## config.mk

```make
export PLATFORM = sky130hd
export DESIGN_NAME = octree_level_parent_reducer_top
export DESIGN_NICKNAME = d
export VERILOG_FILES = /design/src/rtl/olpr_pkg.sv /design/src/rtl/octree_level_parent_reducer_top.sv
export SDC_FILE = /design/constraint.sdc
export NUM_CORES = 1
export LEC_CHECK = 0
export BUFFER_PORTS_ARGS = -buffer_cell sky130_fd_sc_hd__buf_2
export CAP_MARGIN = 10
export CORE_MARGIN = 4
export CORE_UTILIZATION = 55
export CTS_BUF_LIST = sky130_fd_sc_hd__clkbuf_8
export DETAILED_ROUTE_END_ITERATION = 12
export HOLD_SLACK_MARGIN = 0.03
export PLACE_DENSITY = 0.74
export SYNTH_ARGS = -nofsm -noshare
export SYNTH_HDL_FRONTEND = slang
export SYNTH_SLANG_ARGS = --single-unit
```

## constraint.sdc

```tcl
create_clock -name clock -period 9.5 [get_ports clock]
set_input_delay 1.9 -clock clock [delete_from_list [all_inputs] [get_ports clock]]
set_output_delay 1.9 -clock clock [all_outputs]
set_load 0.03 [all_outputs]
```

## src/rtl/olpr_pkg.sv

```systemverilog
// Types and constants for the octree level parent reducer.
// No dependencies.
package olpr_pkg;

   localparam int PARENT_W   = 27;
   localparam int OCT_N      = 8;
   localparam int OCT_BITS   = 3;
   localparam int RSP_DEPTH  = 4;
   localparam int RSP_PTR_W  = 2;
   localparam int RSP_CNT_W  = 3;

   localparam logic [OCT_N-1:0] MASK_FULL = '1;

   typedef struct packed {
      logic [PARENT_W-1:0] parent_code;
      logic                parent_solid;
      logic [OCT_N-1:0]    octant_mask;
      logic                last_parent;
      logic                converged;
   } rsp_item_type;

endpackage

```

## src/rtl/octree_level_parent_reducer_top.sv

```systemverilog
// Octree level parent reducer: groups sorted child codes by parent and emits parent nodes.
// Depends on olpr_pkg.
//
// Takes one child transaction per cycle. A child whose parent differs from the open
// group flushes that group as a result; a child with level_end set flushes its own
// group with last_parent high and clears all group state. So one transaction yields
// zero, one or two results. Results go through a four-entry queue; req_ready stays
// high while that queue holds two results or fewer, so with rsp_ready held high the
// block takes a transaction every cycle. Results are registered into the queue, and the
// rsp_ ports show the oldest result that the queue holds.
module octree_level_parent_reducer_top #(
   parameter int CODE_BITS = 30
) (
   input  logic                              clock,
   input  logic                              reset,
   input  logic                              req_valid,
   output logic                              req_ready,
   input  logic [CODE_BITS-1:0]              req_node_code,
   input  logic                              req_node_solid,
   input  logic                              req_level_end,
   output logic                              rsp_valid,
   input  logic                              rsp_ready,
   output logic [olpr_pkg::PARENT_W-1:0]     rsp_parent_code,
   output logic                              rsp_parent_solid,
   output logic [olpr_pkg::OCT_N-1:0]        rsp_octant_mask,
   output logic                              rsp_last_parent,
   output logic                              rsp_converged
);
   import olpr_pkg::*;

   localparam int PW    = (CODE_BITS > OCT_BITS) ? CODE_BITS - OCT_BITS : 1;
   localparam int EXT_W = (PW > PARENT_W) ? PW : PARENT_W;

   logic [PW-1:0]        group_parent_ff, group_parent_in;
   logic [OCT_N-1:0]     group_mask_ff, group_mask_in;
   logic                 group_all_solid_ff, group_all_solid_in;
   logic                 group_open_ff, group_open_in;
   logic                 emitted_any_ff, emitted_any_in;

   rsp_item_type         fifo_ff [RSP_DEPTH];
   logic [RSP_PTR_W-1:0] wr_ptr_ff, wr_ptr_in;
   logic [RSP_PTR_W-1:0] rd_ptr_ff, rd_ptr_in;
   logic [RSP_CNT_W-1:0] count_ff, count_in;

   logic                 accept, pop;
   logic [PW-1:0]        parent;
   logic [OCT_BITS-1:0]  oct;
   logic                 change, fresh;
   logic [OCT_N-1:0]     base_mask, mask_n;
   logic                 solid_n, old_full, new_full, emitted_n;
   logic                 push_a, push_b;
   logic [EXT_W-1:0]     old_ext, new_ext;
   rsp_item_type         res_a, res_b, slot0, slot1;
   logic [RSP_CNT_W-1:0] n_push;

   assign req_ready = (count_ff <= RSP_CNT_W'(RSP_DEPTH - 2));
   assign accept    = req_valid && req_ready;
   assign rsp_valid = (count_ff != '0);
   assign pop       = rsp_valid && rsp_ready;

   assign parent = PW'(req_node_code >> OCT_BITS);
   assign oct    = req_node_code[OCT_BITS-1:0];
   assign change = group_open_ff && (parent != group_parent_ff);
   assign fresh  = change || !group_open_ff;

   assign base_mask = fresh ? '0 : group_mask_ff;
   assign mask_n    = base_mask | (OCT_N'(1) << oct);
   assign solid_n   = (fresh || group_all_solid_ff) && req_node_solid;
   assign old_full  = group_all_solid_ff && (group_mask_ff == MASK_FULL);
   assign new_full  = solid_n && (mask_n == MASK_FULL);
   assign emitted_n = emitted_any_ff || change;

   assign old_ext = EXT_W'(group_parent_ff);
   assign new_ext = EXT_W'(parent);

   always_comb begin
      res_a.parent_code  = old_ext[PARENT_W-1:0];
      res_a.parent_solid = old_full;
      res_a.octant_mask  = old_full ? '0 : group_mask_ff;
      res_a.last_parent  = 1'b0;
      res_a.converged    = 1'b0;
      res_b.parent_code  = new_ext[PARENT_W-1:0];
      res_b.parent_solid = new_full;
      res_b.octant_mask  = new_full ? '0 : mask_n;
      res_b.last_parent  = 1'b1;
      res_b.converged    = !emitted_n && (parent == '0);
   end

   assign push_a = accept && change;
   assign push_b = accept && req_level_end;
   assign slot0  = push_a ? res_a : res_b;
   assign slot1  = res_b;
   assign n_push = RSP_CNT_W'(push_a) + RSP_CNT_W'(push_b);

   always_comb begin
      group_parent_in    = group_parent_ff;
      group_mask_in      = group_mask_ff;
      group_all_solid_in = group_all_solid_ff;
      group_open_in      = group_open_ff;
      emitted_any_in     = emitted_any_ff;
      if (accept) begin
         if (req_level_end) begin
            group_parent_in    = '0;
            group_mask_in      = '0;
            group_all_solid_in = 1'b1;
            group_open_in      = 1'b0;
            emitted_any_in     = 1'b0;
         end else begin
            group_parent_in    = parent;
            group_mask_in      = mask_n;
            group_all_solid_in = solid_n;
            group_open_in      = 1'b1;
            emitted_any_in     = emitted_n;
         end
      end
      wr_ptr_in = wr_ptr_ff + RSP_PTR_W'(n_push);
      rd_ptr_in = rd_ptr_ff + RSP_PTR_W'(pop);
      count_in  = count_ff + n_push - RSP_CNT_W'(pop);
   end

   always_ff @(posedge clock) begin
      if (reset) begin
         group_parent_ff    <= '0;
         group_mask_ff      <= '0;
         group_all_solid_ff <= 1'b1;
         group_open_ff      <= 1'b0;
         emitted_any_ff     <= 1'b0;
         wr_ptr_ff          <= '0;
         rd_ptr_ff          <= '0;
         count_ff           <= '0;
      end else begin
         group_parent_ff    <= group_parent_in;
         group_mask_ff      <= group_mask_in;
         group_all_solid_ff <= group_all_solid_in;
         group_open_ff      <= group_open_in;
         emitted_any_ff     <= emitted_any_in;
         wr_ptr_ff          <= wr_ptr_in;
         rd_ptr_ff          <= rd_ptr_in;
         count_ff           <= count_in;
      end
   end

   always_ff @(posedge clock) begin
      if (push_a || push_b) begin
         fifo_ff[wr_ptr_ff] <= slot0;
      end
      if (push_a && push_b) begin
         fifo_ff[wr_ptr_ff + RSP_PTR_W'(1)] <= slot1;
      end
   end

   assign rsp_parent_code  = fifo_ff[rd_ptr_ff].parent_code;
   assign rsp_parent_solid = fifo_ff[rd_ptr_ff].parent_solid;
   assign rsp_octant_mask  = fifo_ff[rd_ptr_ff].octant_mask;
   assign rsp_last_parent  = fifo_ff[rd_ptr_ff].last_parent;
   assign rsp_converged    = fifo_ff[rd_ptr_ff].converged;

endmodule

```

==> flow_metrics.env <==
export IMPL_dp_cells=984
export IMPL_die_y_um=141.1
export IMPL_rr_endpoint="fifo_ff[2][14]$_DFFE_PP_"
export IMPL_io_buffers=75
export IMPL_path_buf_inv=4
export IMPL_relSlewSlack=0.2070
export IMPL_ys_types=58
export IMPL_synthesis_area_um2=9748
export IMPL_finalClockSkew_ps=20.75
export IMPL_ios=76
export IMPL_grt_total_usage=0.2534
export IMPL_arrival_ps=5230
export IMPL_cp_max_fo=25
export IMPL_grt_pass1_wl_um=38940
export IMPL_route_vias_total=6839
export IMPL_nets=822
export IMPL_place_gp_congestion=0.9071
export IMPL_cts_buffer_depth=2
export IMPL_crit_path_start="req_node_code[23]"
export IMPL_rrSetupSlack_ps=5420
export IMPL_drtIter0Drc=732
export IMPL_grt_max_degree=45
export IMPL_layoutNonFillerInstCount=1017
export IMPL_cellLeakagePower_nw=3.573
export IMPL_grt_setup_unrepaired="no"
export IMPL_status="finished, final reports clean"
export IMPL_cp_cell_sequence="buf_2, xnor2_1, nand4_1, nor4_4, a31oi_1, buf_4, inv_2, ha_1, or3_1, nand2_1, buf_4"
export IMPL_cpLargestDelayFamily="simple AND/OR/NAND/NOR gates"
export IMPL_hold_buffers=0
export IMPL_cts_resized=0
export IMPL_min_period_ps=5056
export IMPL_clk_pin_slew_ps=90
export IMPL_core_rowCount=48
export IMPL_synth_avg_cell_area_um2=12.96
export IMPL_crit_top_cell="buf_4"
export IMPL_via_per_inst=6.725
export IMPL_period_share=0.5322
export IMPL_cp_depth=11
export IMPL_hold_class="register to register"
export IMPL_place_hpwl_um=15440
export IMPL_synth_xor_area_frac=0.02875
export IMPL_yosys_register_bits=197
export IMPL_final_hold_violation_count=0
export IMPL_synthFlopType="edfxtp_1"
export IMPL_dieWidth_um=141.1
export IMPL_fmax_mhz=197.8
export IMPL_crit_required_ps=9680
export IMPL_synth_top_family_by_area="compound AO/OA/AOI/OAI gates"
export IMPL_cts_made_buffers=17
export IMPL_finalSetupViolCount=0
export IMPL_core_area_um2=17360
export IMPL_htreeDepth=4
export IMPL_cts_tree="done"
export IMPL_fillCellCount=1353
export IMPL_yosys_warnings=0
export IMPL_synth_cells=752
export IMPL_synth_edf_count=148
export IMPL_drv_cap=0
export IMPL_routed_wl_um=24760
export IMPL_wl_per_cell_um=24.35
export IMPL_slew_violations=0
export IMPL_dieArea_um2=19920
export IMPL_clock_latency_ps=480
export IMPL_vdd_drop_max_uv=200.5
export IMPL_drcViolationCount=0
export IMPL_worstSetupStartpointType="primary input"
export IMPL_reg2reg_from="count_ff[1]$_SDFF_PP0_"
export IMPL_drtAntennaViolNets=0
export IMPL_mostFrequentLayoutCells="edfxtp_1 (148), a22o_1 (139), buf_2 (75), dfxtp_1 (47), nand2_1 (43)"
export IMPL_setup_tns_ps=0
export IMPL_first_pass_iters=5
export IMPL_antenna_found_initial=1
export IMPL_start_util=0.5616
export IMPL_pwr_density_cell_nw_per_um2=233.0
export IMPL_async_flop_share=0
export IMPL_cts_sinks=197
export IMPL_synth_compound_area_frac=0.1811
export IMPL_syn_nets=796
export IMPL_tightest_slew_ps=1190
export IMPL_r2r_cells=11
export IMPL_mostFrequentLayoutCell="edfxtp_1"
export IMPL_cpPeakStageDelay_ps=580
export IMPL_endpoint_kind="register"
export IMPL_ys_seq_area_frac=0.5565
export IMPL_grt_pass1_vias=7033
export IMPL_slowest_stage="nand2_1"
export IMPL_synth_simple_area_share=0.09511
export IMPL_cp_endpoint="fifo_ff[2][14]$_DFFE_PP_"
export IMPL_critPathKind="primary input to register"
export IMPL_grt_remaining_overflow=0
export IMPL_drive_gt1_frac=0.2314
export IMPL_clock_root_buffer="clkbuf_8"
export IMPL_synth_fa_ha_area_frac=0.01104
export IMPL_area_delta_synth_final_pct=8.381
export IMPL_muxShareOfSynthArea=0.08779
export IMPL_post_cts_repair_setup_buffers=0
## per-layer routing
| layer | wire length [um] | vias to the layer above | global-route usage |
|---|---|---|---|
| met1 | 10090 | 3426 | 0.3431 |
| met4 | 500 | 0 | 0.09434 |
| li1 | - | 2995 | - |
| met3 | 2007 | 48 | 0.04274 |
| met2 | 12160 | 370 | 0.4141 |
| met5 | 0 | - | 0 |
## worst register-to-register path: cells and delay by family, from the launching register on
family | cells | cell delay [ps]
buffers and inverters | 4 | 1260
AOI/OAI and AO/OA | 2 | 360
adders and majority gates | 1 | 300
and+or+nand+nor | 4 | 1460
DFF | 1 | 340
## registers in the layout, indices dropped and copies added (netlist names)
| signal | flops |
|---|---|
| group_parent_ff | 27 |
| emitted_any_ff | 1 |
| group_mask_ff | 8 |
| rd_ptr_ff | 2 |
| group_open_ff | 1 |
| wr_ptr_ff | 2 |
| count_ff | 3 |
| fifo_ff | 152 |
| group_all_solid_ff | 1 |
## per-stage QoR
| step | instance area [um2] | hold slack (ps) | worst slack [ps] | power [mW] | util |
|---|---|---|---|---|---|
| finish | 10570 | 497.0 | 4444 | 2.462 | 0.6087 |
| global route | 10570 | 530.5 | 4314 | 2.562 | 0.6087 |
| floorplan | 9748 | 435.6 | 4084 | 1.727 | - |
| global placement | 10180 | 471.8 | 4106 | 1.938 | 0.5866 |
| detailed placement | 10180 | 479.9 | 4051 | 1.957 | 0.5866 |
| CTS | 10560 | 504.2 | 4543 | 2.469 | 0.6086 |
## worst min path at each step
stage / cells past startpoint / endpoint / start
after floorplan: 2 / fifo_ff[0][1]$_SDFFE_PP1P_ / fifo_ff[0][1]$_SDFFE_PP1P_
after global placement: 1 / emitted_any_ff$_SDFFE_PP0P_ / emitted_any_ff$_SDFFE_PP0P_
after detailed placement: 1 / emitted_any_ff$_SDFFE_PP0P_ / emitted_any_ff$_SDFFE_PP0P_
after CTS: 1 / emitted_any_ff$_SDFFE_PP0P_ / emitted_any_ff$_SDFFE_PP0P_
after global routing: 1 / emitted_any_ff$_SDFFE_PP0P_ / emitted_any_ff$_SDFFE_PP0P_
final: 1 / emitted_any_ff$_SDFFE_PP0P_ / emitted_any_ff$_SDFFE_PP0P_
## final cells by class
class,instances,area (um2),share of cell area
antenna,1,2.502,0.0002369
timing repair buffer,87,465.4,0.04406
sequential,197,5428,0.5137
inverter,14,52.55,0.004974
tap,225,281.5,0.02665
clock inverter,13,120.1,0.01137
multi-input combinational,461,3954,0.3742
clock buffer,19,261.5,0.02475
## cell usage after synthesis (3+ instances only)
library cell,n,area share
edfxtp_1,148,0.46
a22o_1,139,0.12
clkbuf_1,54,0.021
dfxtp_1,49,0.10
nand2_1,43,0.017
mux4_2,38,0.088
nor2_1,37,0.014
a21oi_1,36,0.018
nand3b_1,28,0.022
xnor2_1,28,0.025
buf_2,18,0.0092
inv_1,12,0.0046
a22oi_1,8,0.0062
nand4_1,8,0.0051
nor4_1,8,0.0051
ha_1,7,0.0090
nand3_1,6,0.0031
nor3_1,6,0.0031
buf_1,5,0.0019
nor2b_1,5,0.0032
o22ai_1,5,0.0032
o21a_1,4,0.0031
or3_1,4,0.0026
xor2_1,4,0.0036
and3_1,3,0.0019
buf_4,3,0.0023
nor3b_2,3,0.0039
o21ai_1,3,0.0015
## where the power goes
| part | switching, mW | internal [mW] | leakage [nW] | total [mW] |
|---|---|---|---|---|
| Clock | 0.305 | 0.225 | 0.198 | 0.530 |
| Combinational | 0.495 | 0.292 | 1.58 | 0.787 |
| Sequential | 0.0877 | 1.06 | 1.79 | 1.15 |
## logic make-up after synthesis
family / Yosys count
adders and majority gates: 8
muxes: 38
AOI/OAI and AO/OA: 217
xor gates and xnor gates: 32
DFF: 197
buffers and inverters: 94
and+or+nand+nor: 166
Note: power is estimated with default switching activity, not from simulation.
